<file path="src/hw/rtl/chen_pkg.sv">
// Shared constants, types and helper functions of the hash embedding normalizer.
// No dependencies; compile first.
package chen_pkg;

  localparam int DIM_DEFAULT = 64;

  // Field widths
  localparam int CODE_W    = 8;
  localparam int BIN_IDX_W = 6;
  localparam int VAL_W     = 16;
  localparam int CNT_W     = 16;

  // Hash constants
  localparam int          HASH_W     = 32;
  localparam logic [31:0] HASH_MUL   = 32'h9E37_79B1;
  localparam logic [31:0] HASH_MIX   = 32'h9E37_79B9;
  localparam int          HASH_STEPS = HASH_W / CODE_W;

  // Normalization unit
  localparam int          QUO_W      = 31;
  localparam int          SQRT_STEPS = 16;
  localparam int          STEP_W     = 5;
  localparam int          ROOT_W     = 32;
  localparam logic [31:0] ROOT_ONE   = 32'h4000_0000;

  typedef enum logic [3:0] {
    ST_IDLE,
    ST_HASH,
    ST_RD1,
    ST_WR1,
    ST_RD2,
    ST_WR2,
    ST_SUM,
    ST_SUM_TAIL,
    ST_EMIT_RD,
    ST_EMIT_LATCH,
    ST_EMIT_CALC,
    ST_EMIT_PUT,
    ST_CLEAR
  } state_t;

  typedef enum logic [1:0] {
    N_IDLE,
    N_SQR,
    N_DIV,
    N_SQRT
  } norm_state_t;

  // Saturating count update
  function automatic logic [CNT_W-1:0] sat_add(input logic [CNT_W-1:0] c,
                                               input logic [1:0] amt);
    logic [CNT_W:0] s;
    s = {1'b0, c} + {{(CNT_W-1){1'b0}}, amt};
    return s[CNT_W] ? {CNT_W{1'b1}} : s[CNT_W-1:0];
  endfunction

endpackage

</file>
<file path="src/hw/rtl/chen_in_if.sv">
// Character input channel: valid/ready handshake with the character payload.
// No dependencies.
interface chen_in_if;
  logic       valid;
  logic       ready;
  logic [7:0] char_code;
  logic       char_valid;
  logic       end_of_text;

  modport source (output valid, output char_code, output char_valid,
                  output end_of_text, input ready);
  modport sink   (input valid, input char_code, input char_valid,
                  input end_of_text, output ready);
endinterface

</file>
<file path="src/hw/rtl/chen_out_if.sv">
// Embedding output channel: valid/ready handshake with one vector element.
// No dependencies.
interface chen_out_if;
  logic        valid;
  logic        ready;
  logic [5:0]  bin_index;
  logic [15:0] bin_value;
  logic        last_value;

  modport source (output valid, output bin_index, output bin_value,
                  output last_value, input ready);
  modport sink   (input valid, input bin_index, input bin_value,
                  input last_value, output ready);
endinterface

</file>
<file path="src/hw/rtl/char_hash_embedding_normalizer_top.sv">
// Character hash embedding normalizer, top level.
// Depends on chen_pkg, chen_in_if, chen_out_if, chen_ram and chen_norm.
//
// Each accepted character is hashed into two of DIM saturating 16-bit bins
// kept in one RAM; a character is accepted, reduced modulo DIM in four byte
// steps, then each bin is read, modified and written in turn, and an item
// without a character and without end of text is accepted and ignored.
// On end of text the block sums the squares of all bins, then emits one
// Q1.15 element per bin in ascending order. A nonzero bin is normalized by
// the bit-serial divider and square root of the normalization unit; a zero
// bin, or a vector whose bins are all zero, bypasses that unit and yields 0.
// After the last element the bins and the character position are cleared.
// A new item is taken while the final element still waits on the output.
module char_hash_embedding_normalizer_top #(
  parameter int DIM = chen_pkg::DIM_DEFAULT
) (
  input  logic              clk,
  input  logic              rst,
  chen_in_if.sink           char_in,
  chen_out_if.source        vec_out
);
  import chen_pkg::*;

  localparam int IDX_W = (DIM > 1) ? $clog2(DIM) : 1;
  localparam int SUM_W = 2 * CNT_W + IDX_W;
  localparam logic [IDX_W:0]   DIM_W  = (IDX_W+1)'(DIM);
  localparam logic [IDX_W-1:0] LAST_K = IDX_W'(DIM - 1);

  state_t             state, state_next;
  logic [HASH_W-1:0]  prod;
  logic [HASH_W-1:0]  h_a, h_b;
  logic [IDX_W-1:0]   r_a, r_b;
  logic [1:0]         hcnt;
  logic               eot;
  logic [DIM-1:0]     vld;
  logic               rd_vld;
  logic [IDX_W-1:0]   k;
  logic               p1, p2;
  logic [2*CNT_W-1:0] sq;
  logic [SUM_W-1:0]   acc;
  logic [VAL_W-1:0]   q_val;

  logic               out_valid;
  logic [BIN_IDX_W-1:0] out_idx;
  logic [VAL_W-1:0]   out_val;
  logic               out_last;

  logic               ram_we;
  logic [IDX_W-1:0]   ram_waddr, ram_raddr;
  logic [CNT_W-1:0]   ram_wdata, ram_rdata;
  logic [CNT_W-1:0]   cur;

  logic               norm_start, norm_done;
  logic [VAL_W-1:0]   norm_q;

  logic               in_fire, out_free;
  logic [HASH_W-1:0]  h_in;

  // Fold one byte into a running remainder modulo DIM, MSB first
  function automatic logic [IDX_W-1:0] mod_byte(input logic [IDX_W-1:0] r,
                                                input logic [7:0] b);
    logic [IDX_W:0]   t;
    logic [IDX_W-1:0] acc_r;
    acc_r = r;
    for (int i = 7; i >= 0; i--) begin
      t = {acc_r, b[i]};
      if (t >= DIM_W) begin
        t = t - DIM_W;
      end
      acc_r = t[IDX_W-1:0];
    end
    return acc_r;
  endfunction

  assign in_fire  = char_in.valid && char_in.ready;
  assign out_free = !out_valid || vec_out.ready;
  assign h_in     = {{(HASH_W-CODE_W){char_in.char_code[CODE_W-1]}}, char_in.char_code}
                    ^ prod;
  assign cur      = rd_vld ? ram_rdata : '0;

  assign char_in.ready      = state == ST_IDLE;
  assign vec_out.valid      = out_valid;
  assign vec_out.bin_index  = out_idx;
  assign vec_out.bin_value  = out_val;
  assign vec_out.last_value = out_last;

  chen_ram #(
    .WIDTH(CNT_W),
    .DEPTH(DIM)
  ) u_bins (
    .clk  (clk),
    .we   (ram_we),
    .waddr(ram_waddr),
    .wdata(ram_wdata),
    .raddr(ram_raddr),
    .rdata(ram_rdata)
  );

  chen_norm #(
    .SUM_W(SUM_W)
  ) u_norm (
    .clk  (clk),
    .rst  (rst),
    .start(norm_start),
    .cnt  (cur),
    .sumsq(acc),
    .done (norm_done),
    .q    (norm_q)
  );

  always_ff @(posedge clk) begin
    if (rst) begin
      state <= ST_IDLE;
    end else begin
      state <= state_next;
    end
  end

  // Next state and RAM port control
  always_comb begin
    state_next = state;
    ram_raddr  = k;
    ram_we     = 1'b0;
    ram_waddr  = r_a;
    ram_wdata  = sat_add(cur, 2'd2);
    norm_start = 1'b0;
    case (state)
      ST_IDLE: begin
        if (in_fire) begin
          if (char_in.char_valid) begin
            state_next = ST_HASH;
          end else if (char_in.end_of_text) begin
            state_next = ST_SUM;
          end
        end
      end
      ST_HASH: begin
        if (hcnt == 2'(HASH_STEPS - 1)) state_next = ST_RD1;
      end
      ST_RD1: begin
        ram_raddr  = r_a;
        state_next = ST_WR1;
      end
      ST_WR1: begin
        ram_we     = 1'b1;
        state_next = ST_RD2;
      end
      ST_RD2: begin
        ram_raddr  = r_b;
        state_next = ST_WR2;
      end
      ST_WR2: begin
        ram_we     = 1'b1;
        ram_waddr  = r_b;
        ram_wdata  = sat_add(cur, 2'd1);
        state_next = eot ? ST_SUM : ST_IDLE;
      end
      ST_SUM: begin
        if (k == LAST_K) state_next = ST_SUM_TAIL;
      end
      ST_SUM_TAIL: begin
        if (!p1 && !p2) state_next = ST_EMIT_RD;
      end
      ST_EMIT_RD: begin
        state_next = ST_EMIT_LATCH;
      end
      ST_EMIT_LATCH: begin
        if (acc == '0 || cur == '0) begin
          state_next = ST_EMIT_PUT;
        end else begin
          norm_start = 1'b1;
          state_next = ST_EMIT_CALC;
        end
      end
      ST_EMIT_CALC: begin
        if (norm_done) state_next = ST_EMIT_PUT;
      end
      ST_EMIT_PUT: begin
        if (out_free) state_next = (k == LAST_K) ? ST_CLEAR : ST_EMIT_RD;
      end
      ST_CLEAR: begin
        state_next = ST_IDLE;
      end
      default: begin
        state_next = ST_IDLE;
      end
    endcase
  end

  // Control registers: position, bin valid bits, sweep counter, accumulator
  always_ff @(posedge clk) begin
    if (rst) begin
      prod      <= '0;
      vld       <= '0;
      k         <= '0;
      hcnt      <= '0;
      p1        <= 1'b0;
      p2        <= 1'b0;
      acc       <= '0;
      out_valid <= 1'b0;
    end else begin
      p1 <= state == ST_SUM;
      p2 <= p1;
      if (p2) begin
        acc <= acc + SUM_W'(sq);
      end
      // Load a new transaction or drop the accepted one
      if (state == ST_EMIT_PUT && out_free) begin
        out_valid <= 1'b1;
      end else if (vec_out.ready) begin
        out_valid <= 1'b0;
      end
      case (state)
        ST_IDLE: begin
          hcnt <= '0;
        end
        ST_HASH: begin
          hcnt <= hcnt + 1'b1;
        end
        ST_WR1: begin
          vld[r_a] <= 1'b1;
        end
        ST_WR2: begin
          vld[r_b] <= 1'b1;
          prod     <= prod + HASH_MUL;
        end
        ST_SUM: begin
          k <= (k == LAST_K) ? '0 : k + 1'b1;
        end
        ST_EMIT_PUT: begin
          if (out_free) begin
            k <= (k == LAST_K) ? '0 : k + 1'b1;
          end
        end
        ST_CLEAR: begin
          vld  <= '0;
          prod <= '0;
          acc  <= '0;
        end
        default: begin
          hcnt <= hcnt;
        end
      endcase
    end
  end

  // Payload registers: hash words, remainders, squares, result word
  always_ff @(posedge clk) begin
    rd_vld <= vld[ram_raddr];
    if (p1) begin
      sq <= cur * cur;
    end
    case (state)
      ST_IDLE: begin
        if (in_fire) begin
          h_a <= h_in;
          h_b <= h_in ^ HASH_MIX;
          r_a <= '0;
          r_b <= '0;
          eot <= char_in.end_of_text;
        end
      end
      ST_HASH: begin
        r_a <= mod_byte(r_a, h_a[HASH_W-1 -: CODE_W]);
        r_b <= mod_byte(r_b, h_b[HASH_W-1 -: CODE_W]);
        h_a <= h_a << CODE_W;
        h_b <= h_b << CODE_W;
      end
      ST_EMIT_LATCH: begin
        q_val <= '0;
      end
      ST_EMIT_CALC: begin
        if (norm_done) q_val <= norm_q;
      end
      ST_EMIT_PUT: begin
        if (out_free) begin
          out_idx  <= BIN_IDX_W'(k);
          out_val  <= q_val;
          out_last <= k == LAST_K;
        end
      end
      default: begin
        eot <= eot;
      end
    endcase
  end

endmodule

</file>
<file path="src/hw/rtl/chen_ram.sv">
// Generic single-clock RAM: one write port, one read port, registered read.
// No dependencies.
module chen_ram #(
  parameter int WIDTH = 16,
  parameter int DEPTH = 64,
  localparam int AW   = (DEPTH > 1) ? $clog2(DEPTH) : 1
) (
  input  logic             clk,
  input  logic             we,
  input  logic [AW-1:0]    waddr,
  input  logic [WIDTH-1:0] wdata,
  input  logic [AW-1:0]    raddr,
  output logic [WIDTH-1:0] rdata
);

  logic [WIDTH-1:0] mem [DEPTH];

  // Write, then register the read word
  always_ff @(posedge clk) begin
    if (we) begin
      mem[waddr] <= wdata;
    end
    rdata <= mem[raddr];
  end

endmodule

</file>
<file path="src/hw/rtl/chen_norm.sv">
// Normalization unit: q = floor(sqrt(floor(c^2 * 2^30 / S))), one bit a cycle.
// Depends on chen_pkg.
module chen_norm #(
  parameter int SUM_W = 38
) (
  input  logic                      clk,
  input  logic                      rst,
  input  logic                      start,
  input  logic [chen_pkg::CNT_W-1:0] cnt,
  input  logic [SUM_W-1:0]          sumsq,
  output logic                      done,
  output logic [chen_pkg::VAL_W-1:0] q
);
  import chen_pkg::*;

  norm_state_t         state, state_next;
  logic [STEP_W-1:0]   step;
  logic [CNT_W-1:0]    cnt_q;
  logic [SUM_W-1:0]    s_q;
  logic [SUM_W:0]      rem;
  logic [QUO_W-1:0]    quo;
  logic [ROOT_W-1:0]   op, res, one;

  logic [2*CNT_W-1:0]  sq;
  logic                ge;
  logic [SUM_W:0]      rem_sub;
  logic [ROOT_W-1:0]   trial;
  logic                take;
  logic [ROOT_W-1:0]   res_next;
  logic                div_last, sqrt_last;

  // Divide step compares and subtracts; root step tests the trial value
  assign sq        = cnt_q * cnt_q;
  assign ge        = rem >= {1'b0, s_q};
  assign rem_sub   = ge ? (rem - {1'b0, s_q}) : rem;
  assign trial     = res + one;
  assign take      = op >= trial;
  assign res_next  = take ? ((res >> 1) + one) : (res >> 1);
  assign div_last  = step == STEP_W'(QUO_W - 1);
  assign sqrt_last = step == STEP_W'(SQRT_STEPS - 1);

  always_ff @(posedge clk) begin
    if (rst) begin
      state <= N_IDLE;
      done  <= 1'b0;
    end else begin
      state <= state_next;
      done  <= (state == N_SQRT) && sqrt_last;
    end
  end

  always_comb begin
    state_next = state;
    case (state)
      N_IDLE: if (start) state_next = N_SQR;
      N_SQR:  state_next = N_DIV;
      N_DIV:  if (div_last) state_next = N_SQRT;
      N_SQRT: if (sqrt_last) state_next = N_IDLE;
      default: state_next = N_IDLE;
    endcase
  end

  // Datapath: latch operands, square, divide, then take the root
  always_ff @(posedge clk) begin
    case (state)
      N_IDLE: begin
        if (start) begin
          cnt_q <= cnt;
          s_q   <= sumsq;
        end
      end
      N_SQR: begin
        rem  <= (SUM_W+1)'(sq);
        step <= '0;
      end
      N_DIV: begin
        rem  <= {rem_sub[SUM_W-1:0], 1'b0};
        quo  <= {quo[QUO_W-2:0], ge};
        step <= div_last ? '0 : step + 1'b1;
        if (div_last) begin
          op   <= ROOT_W'({quo[QUO_W-2:0], ge});
          res  <= '0;
          one  <= ROOT_ONE;
        end
      end
      N_SQRT: begin
        if (take) begin
          op <= op - trial;
        end
        res  <= res_next;
        one  <= one >> 2;
        step <= step + 1'b1;
        if (sqrt_last) begin
          q <= res_next[VAL_W-1:0];
        end
      end
      default: begin
        step <= '0;
      end
    endcase
  end

endmodule

</file>
<file path="src/flat_wrapper.sv">
// flat-port wrapper written by rule: the top's interface ports become plain ports
module char_hash_embedding_normalizer_top_flat import chen_pkg::*;
#(
  parameter int DIM = chen_pkg::DIM_DEFAULT
)
  (clk, rst, char_in_valid, char_in_char_code, char_in_char_valid, char_in_end_of_text, char_in_ready, vec_out_valid, vec_out_bin_index, vec_out_bin_value, vec_out_last_value, vec_out_ready);
  chen_in_if char_in_i ();
  chen_out_if vec_out_i ();
  input  logic clk;
  input  logic rst;
  input wire logic [$bits(char_in_i.valid)-1:0] char_in_valid;
  input wire logic [$bits(char_in_i.char_code)-1:0] char_in_char_code;
  input wire logic [$bits(char_in_i.char_valid)-1:0] char_in_char_valid;
  input wire logic [$bits(char_in_i.end_of_text)-1:0] char_in_end_of_text;
  output wire logic [$bits(char_in_i.ready)-1:0] char_in_ready;
  output wire logic [$bits(vec_out_i.valid)-1:0] vec_out_valid;
  output wire logic [$bits(vec_out_i.bin_index)-1:0] vec_out_bin_index;
  output wire logic [$bits(vec_out_i.bin_value)-1:0] vec_out_bin_value;
  output wire logic [$bits(vec_out_i.last_value)-1:0] vec_out_last_value;
  input wire logic [$bits(vec_out_i.ready)-1:0] vec_out_ready;
  assign char_in_i.valid = char_in_valid;
  assign char_in_i.char_code = char_in_char_code;
  assign char_in_i.char_valid = char_in_char_valid;
  assign char_in_i.end_of_text = char_in_end_of_text;
  assign char_in_ready = char_in_i.ready;
  assign vec_out_valid = vec_out_i.valid;
  assign vec_out_bin_index = vec_out_i.bin_index;
  assign vec_out_bin_value = vec_out_i.bin_value;
  assign vec_out_last_value = vec_out_i.last_value;
  assign vec_out_i.ready = vec_out_ready;
  char_hash_embedding_normalizer_top #(.DIM(DIM)) u_core (.clk(clk), .rst(rst), .char_in(char_in_i), .vec_out(vec_out_i));
endmodule
</file>
<file path="config.mk">
export PLATFORM = sky130hd
export DESIGN_NAME = char_hash_embedding_normalizer_top_flat
export DESIGN_NICKNAME = d
export VERILOG_FILES = /design/src/hw/rtl/chen_pkg.sv /design/src/hw/rtl/chen_in_if.sv /design/src/hw/rtl/chen_out_if.sv /design/src/hw/rtl/char_hash_embedding_normalizer_top.sv /design/src/hw/rtl/chen_ram.sv /design/src/hw/rtl/chen_norm.sv /design/src/flat_wrapper.sv
export SDC_FILE = /design/constraint.sdc
export NUM_CORES = 2
export LEC_CHECK = 0
export BUFFER_PORTS_ARGS = -buffer_cell sky130_fd_sc_hd__buf_2
export CORE_ASPECT_RATIO = 0.6
export CORE_MARGIN = 2
export CORE_UTILIZATION = 64
export DETAILED_ROUTE_END_ITERATION = 8
export PLACE_DENSITY = 0.8
export SYNTH_ARGS = -nofsm -noshare
export SYNTH_HDL_FRONTEND = slang
export SYNTH_SLANG_ARGS = --single-unit
</file>
<file path="constraint.sdc">
create_clock -name clk -period 9.7 [get_ports clk]
set_clock_uncertainty 0.05 [all_clocks]
set_input_delay 1.455 -clock clk [delete_from_list [all_inputs] [get_ports clk]]
set_output_delay 1.455 -clock clk [all_outputs]
set_load 0.005 [all_outputs]
</file>
Word-level counts from Yosys, hierarchy flattened
Memory sizes are Yosys's and may differ from the RTL's. A register that Yosys moved wholly into a read port is not among the register bits.
Index checks and enable logic that the tools add are counted.
{"block": "classes", "n_addsub": 27, "multipliers": 2, "order_cmp": 23, "n_eq_ne": 30, "mux": 92, "bitwise": 4, "reduce_logical": 37}
{"operator": "one-hot mux 32 bit (2 select lines)", "n": 6}
{"operator": "2-to-1 mux 32 bit", "n": 7}
{"operator": "2-to-1 mux 6 bit", "n": 34}
{"operator": "one-hot mux 64 bit (3 select lines)", "n": 1}
{"operator": "bitwise OR 64 bit", "n": 2}
{"operator": "greater-or-equal comparator 7 bit (second input constant)", "n": 16}
{"operator": "subtractor 6 x 1 -> 6 bit (second input constant)", "n": 16}
{"operator": "2-to-1 mux 16 bit", "n": 5}
{"operator": "one-hot mux 39 bit (2 select lines)", "n": 1}
{"operator": "multiplier 16 x 16 -> 32 bit", "n": 2}
{"operator": "one-hot mux 4 bit (12 select lines)", "n": 1}
{"operator": "one-hot mux 6 bit (2 select lines)", "n": 4}
{"operator": "greater-or-equal comparator 39 x 38 -> 1 bit", "n": 1}
{"operator": "adder 38 x 32 -> 38 bit", "n": 1}
{"operator": "logical NOT 38 bit", "n": 1}
{"operator": "2-to-1 mux 38 bit", "n": 1}
{"operator": "subtractor 38 bit", "n": 1}
{"operator": "adder 31 x 32 -> 32 bit", "n": 1}
{"operator": "adder 32 bit", "n": 1}
{"operator": "adder 32 bit (second input constant)", "n": 1}
{"operator": "greater-or-equal comparator 32 bit", "n": 1}
{"operator": "2-to-1 mux 4 bit", "n": 8}
{"operator": "one-hot mux 16 bit (2 select lines)", "n": 1}
{"operator": "subtractor 32 bit", "n": 1}
{"operator": "other kinds (42)", "n": 101}
{"block": "word_totals", "ff_bits": 541, "ram_bits": 1024, "in_bits": 14, "word_cells": 247, "mem_count": 1}
{"name": "u_core.u_bins.mem", "words": 64, "width": 16, "rd": 1, "rd_ports_with_merged_regs": 1, "wr": 1, "line": "chen_ram.sv:16", "rtl": "logic [WIDTH-1:0] mem [DEPTH];"}

Logic depth before layout (Yosys ltp)
{"block": "depth", "depth_word": 24, "ltp_mapped": 29, "depth_no_buf": 26}

Modules after synthesis
A second synthesis with hierarchy kept.
{"block": "hier_totals", "cells_unflattened": 6311, "hier_area_um2": 82927.0}
{"module": "chen_ram", "instances": 1, "cells_per_inst": 1828, "area_per_inst_um2": 40019.6}
{"module": "chen_norm", "instances": 1, "cells_per_inst": 2213, "area_per_inst_um2": 21668.3}
{"module": "char_hash_embedding_normalizer_top", "instances": 1, "cells_per_inst": 2270, "area_per_inst_um2": 21239.1}

Worst setup path after synthesis
OpenSTA, ideal clock, no wires.
{"block": "synth_path", "path_kind": "register to register", "start": "reg u_core.rd_vld", "end": "reg u_core.sq[28] (data pin)", "setup_ns": 0.258, "arrival_time_ns": 6.654, "t_required_ns": 9.392, "setup_slack_ns": 2.738, "stages_incl_launch_ff": 28, "n_path_buf": 3, "period_less_slack_ns": 6.962, "path_cell_list": "dfxtp_1 > clkbuf_1 > and2_1 > clkbuf_1 > clkbuf_1 > nand2_1 > inv_1 > fa_1 > inv_1 > fa_1 > inv_1 > fa_1 > inv_1 > fa_1 > inv_1 > fa_1 > inv_1 > fa_1 > inv_1 > ha_1 > a2111oi_0 > a31oi_1 > nor4_1 > or3_1 > a31oi_1 > a21o_1 > a21oi_1 > xnor2_1"}
{"block": "synth_between", "elab_chain_cells": 2}
{"element": "from (decl)", "line": "char_hash_embedding_normalizer_top.sv:36", "rtl": "logic rd_vld;"}
{"element": "from (signal assigned)", "line": "char_hash_embedding_normalizer_top.sv:249", "rtl": "rd_vld <= vld[ram_raddr];"}
{"element": "2-to-1 mux 16 bit", "line": "char_hash_embedding_normalizer_top.sv:79", "rtl": "assign cur = rd_vld ? ram_rdata : '0;"}
{"element": "via u_core.cur[2]", "line": "char_hash_embedding_normalizer_top.sv:51", "rtl": "logic [CNT_W-1:0] cur;"}
{"element": "multiplier 16 x 16 -> 32 bit", "line": "char_hash_embedding_normalizer_top.sv:251", "rtl": "sq <= cur * cur;"}
{"element": "to (signal assigned)", "line": "char_hash_embedding_normalizer_top.sv:251"}
{"element": "to (decl)", "line": "char_hash_embedding_normalizer_top.sv:39", "rtl": "logic [2*CNT_W-1:0] sq;"}
The timed path passes the listed nets, and every way through them passes these cells.
A chain may end at the register's enable or synchronous reset.

Final worst setup path
{"block": "layout_path", "start": "reg u_core.rd_vld", "end": "reg u_core.sq[30] (data pin)"}
{"block": "layout_between", "elab_chain_cells": 2}
{"element": "2-to-1 mux 16 bit", "line": "char_hash_embedding_normalizer_top.sv:79"}
{"element": "multiplier 16 x 16 -> 32 bit", "line": "char_hash_embedding_normalizer_top.sv:251"}
Every way passes these cells.

==> insert_results.sql <==
INSERT INTO impl_metrics (metric_group, metric, value, unit) VALUES
('pwr', 'p_leak', '0.0338', 'uW'),
('synth', 'share_of_synthesized_registers_carrying_an_async_set_or_reset', '0', ''),
('die', 'floorplan.initialDensity', '0.648', ''),
('sta', 'slew_headroom', '0.0732', ''),
('synth', 'synth_nets', '6834', ''),
('synth', 'yosysWarningCount', '0', ''),
('critical_path', 'critical_path.slowest_cell', 'sky130_fd_sc_hd__a2111oi_0', ''),
('flow_run', 'max_cap_violations', '0', ''),
('critical_path', 'worst_setup_path_start', 'u_core.rd_vld', ''),
('grt', 'grt_pass1_wl', '298', 'mm'),
('sta', 'setup_repair_after_global_routing_missed_its_margin', 'no', ''),
('sta', 'drv_slew', '0', ''),
('placement', 'numPortBuffers', '37', ''),
('synth', 'ys_top_cells_by_count', 'sky130_fd_sc_hd__edfxtp_1 (1,375), sky130_fd_sc_hd__inv_1 (593), sky130_fd_sc_hd__nor2_1 (458)', ''),
('critical_path', 'crit_path_end_kind', 'register', ''),
('placement', 'dpl-instance-area', '0.0845', 'mm2'),
('critical_path', 'crit_fanout', '22', ''),
('cts', 'htree_num_levels', '4', ''),
('critical_path', 'data_required_time_at_the_worst_endpoint', '10170', 'ps'),
('grt', 'first_global_vias', '50600', ''),
('critical_path', 'critical_path_class', 'reg -> reg', ''),
('final_layout', 'fillCellCount', '8253', ''),
('run_status', 'run_status', 'finished clean', ''),
('synth', 'postSynth.topFlopCell', 'sky130_fd_sc_hd__edfxtp_1', ''),
('placement', 'place.detailed.hpwl', '130', 'mm'),
('final_layout', 'num-nets-final', '6884', ''),
('critical_path', 'crit_arrival', '8800', 'ps'),
('final_layout', 'area.growth.synth_to_final', '8.09', '%'),
('grt', 'pin_count_of_the_biggest_net_entering_global_routing', '120', ''),
('min_path', 'hold_class', 'reg -> reg', ''),
('synth', 'yosys.area.top_type_share', '0.502', ''),
('synth', 'synthesis_stage_register_bit_count', '1542', ''),
('sta', 'tns', '0', 'ps'),
('cts', 'clock-sinks', '1542', ''),
('synth', 'yosysUniqueCellTypes', '86', ''),
('synth', 'synth.top_cells.by_area', 'sky130_fd_sc_hd__edfxtp_1 (50%), sky130_fd_sc_hd__fa_1 (8.0%), sky130_fd_sc_hd__mux4_2 (7.5%)', ''),
('cts', 'ctsRootBufferMaster', 'sky130_fd_sc_hd__clkbuf_16', ''),
('cts', 'cts_setup_buffers', '0', ''),
('cts', 'tritoncts', 'built', ''),
('critical_path', 'critical_path.cell_chain', 'buf_4 -> and2_1 -> nand2_1 -> fa_1 -> inv_1 -> ha_1 -> nand2b_1 -> fa_1 -> inv_1 -> fa_1 -> inv_1 -> fa_1 -> inv_1 -> fa_1 -> inv_1 -> ha_1 -> a2111oi_0 -> a31oi_1 -> nor4_1 -> nor2_1 -> a21oi_1 -> o41ai_1 -> a21oi_1 -> xnor2_1', ''),
('die', 'floorplan.die.width', '467', 'um'),
('sta', 'final_critical_path_time_including_i_o_delays_and_setup', '8330', 'ps'),
('critical_path', 'r2r_end', 'u_core.sq[30]', ''),
('pwr', 'p_per_area', '280', 'mW/mm2'),
('drt', 'viasPerCell', '6.40', ''),
('final_layout', 'layout.cell_area.non_filler', '0.0888', 'mm2'),
('drt', 'detail_route.wirelength', '194', 'mm'),
('synth', 'synth_top_area_cell', 'sky130_fd_sc_hd__edfxtp_1', ''),
('drt', 'drtPass1Iterations', '7', ''),
('cts', 'cts_resized', '0', ''),
('grt', 'groute.usage.overall', '0.300', ''),
('grt', 'initial_antenna_violation_count', '6', ''),
('sta', 'hold_viol_final', '0', ''),
('cts', 'worstSkewPairLatency', '790', 'ps'),
('final_layout', 'share_of_layout_cells_above_drive_strength_1', '0.118', ''),
('critical_path', 'critPathMaxStageDelay', '950', 'ps'),
('sta', 'worst_slew_pin_slew', '1390', 'ps'),
('die', 'vertical_extent_of_the_die', '282', 'um'),
('sta', 'final.period_utilization', '0.859', ''),
('critical_path', 'reg2reg_depth', '24', ''),
('drt', 'drt.antenna.violating_nets', '0', ''),
('synth', 'synthesis.area', '0.0822', 'mm2'),
('die', 'placementRows', '101', ''),
('drt', 'post-route-drc-count', '0', ''),
('synth', 'synthesis.instances', '6145', ''),
('critical_path', 'start_kind', 'register', ''),
('die', 'floorplan.io_pins', '39', ''),
('pwr', 'max-vdd-ir-drop', '0.316', 'mV'),
('cts', 'hold_buffers', '0', ''),
('die', 'die_area', '0.131', 'mm2'),
('drt', 'via_count', '51300', '');
==> cell type report <==
class	instances	area, um2	share of cell area
Multi-Input combinational cell	3751	34200	0.385
Tap cell	1699	2130	0.0239
Clock inverter	67	576	0.00648
Timing Repair Buffer	168	1230	0.0139
Inverter	595	2230	0.0251
Sequential cell	1542	44600	0.503
Antenna cell	1	2.50	0.0000282
Clock buffer	182	3780	0.0426
==> worst max-delay path: cells and delay by family (launching register included) <==
kind,cells,cell delay [ps]
compound gates,5,1980
xor+xnor,1,90
fa+ha+maj,7,3090
buf+inv,6,560
flops,1,810
simple gates,5,1480
==> registers in the layout, indices dropped and copies added (netlist names), 20 cells and up <==
register	flops
u_core.prod	30
u_core.h_a	24
u_core.u_norm.quo	30
u_core.u_norm.res	32
u_core.h_b	20
u_core.vld	64
u_core.u_bins.mem	1024
u_core.u_norm.op	32
u_core.u_norm.rem	39
u_core.sq	31
u_core.u_norm.s_q	38
u_core.acc	38
==> layout by cell type, fill, tap and decap left out, drive strengths merged, types with 131 or more instances in the layout <==
cell	count
xnor2	160
inv	598
mux4	272
a21oi	343
clkbuf	182
edfxtp	1375
nand2	329
buf	168
o21ai	131
mux2i	133
ha	348
nor2	460
a211oi	132
fa	327
dfxtp	167
==> stage by stage <==
stage | hold WS, ps | setup WS (ps) | std cells
2_1_floorplan | 350 | 2740 | 6145
3_3_place_gp | 356 | 1720 | 7755
6_report | 373 | 1370 | 8005
3_5_place_dp | 357 | 1620 | 7755
5_1_grt | 378 | 841 | 8005
4_1_cts | 373 | 1580 | 8004
==> worst min path at each step <==
stage,startpoint,endpoint,slack (ps),cells after the start
2_1_floorplan,u_core.q_val[0],u_core.vec_out.bin_value[0],350,0
3_3_place_gp,u_core.q_val[12],u_core.vec_out.bin_value[12],360,0
3_5_place_dp,u_core.q_val[6],u_core.vec_out.bin_value[6],360,0
4_1_cts,u_core.q_val[6],u_core.vec_out.bin_value[6],370,0
5_1_grt,u_core.q_val[6],u_core.vec_out.bin_value[6],380,0
6_report,u_core.q_val[6],u_core.vec_out.bin_value[6],370,0
==> layer usage <==
metal / wire length [um] / up-vias / GRT usage
li1: - / 22500 / -
met1: 82500 / 25700 / 0.459
met2: 81400 / 2854 / 0.417
met3: 26700 / 259 / 0.0984
met4: 3570 / 2 / 0.0716
met5: 17 / - / 0
==> where the power goes <==
part           internal [uW]  leakage [uW]  switching (uW)
Clock                   2880       0.00211            2480
Combinational           4160        0.0177            6800
Sequential              8190        0.0140             375
==> cell families (layout without fill, tap and decap cells) <==
| family | Yosys count | count (layout) | synth area share |
|---|---|---|---|
| other cells | 0 | 1 | 0 |
| buf+inv | 852 | 1012 | 0.0432 |
| xor+xnor | 271 | 271 | 0.0289 |
| compound gates | 969 | 969 | 0.0761 |
| simple gates | 1401 | 1401 | 0.0811 |
| fa+ha+maj | 675 | 675 | 0.133 |
| flops | 1542 | 1542 | 0.543 |
| mux | 435 | 435 | 0.0949 |
Note: power is estimated with default switching activity, not from simulation.
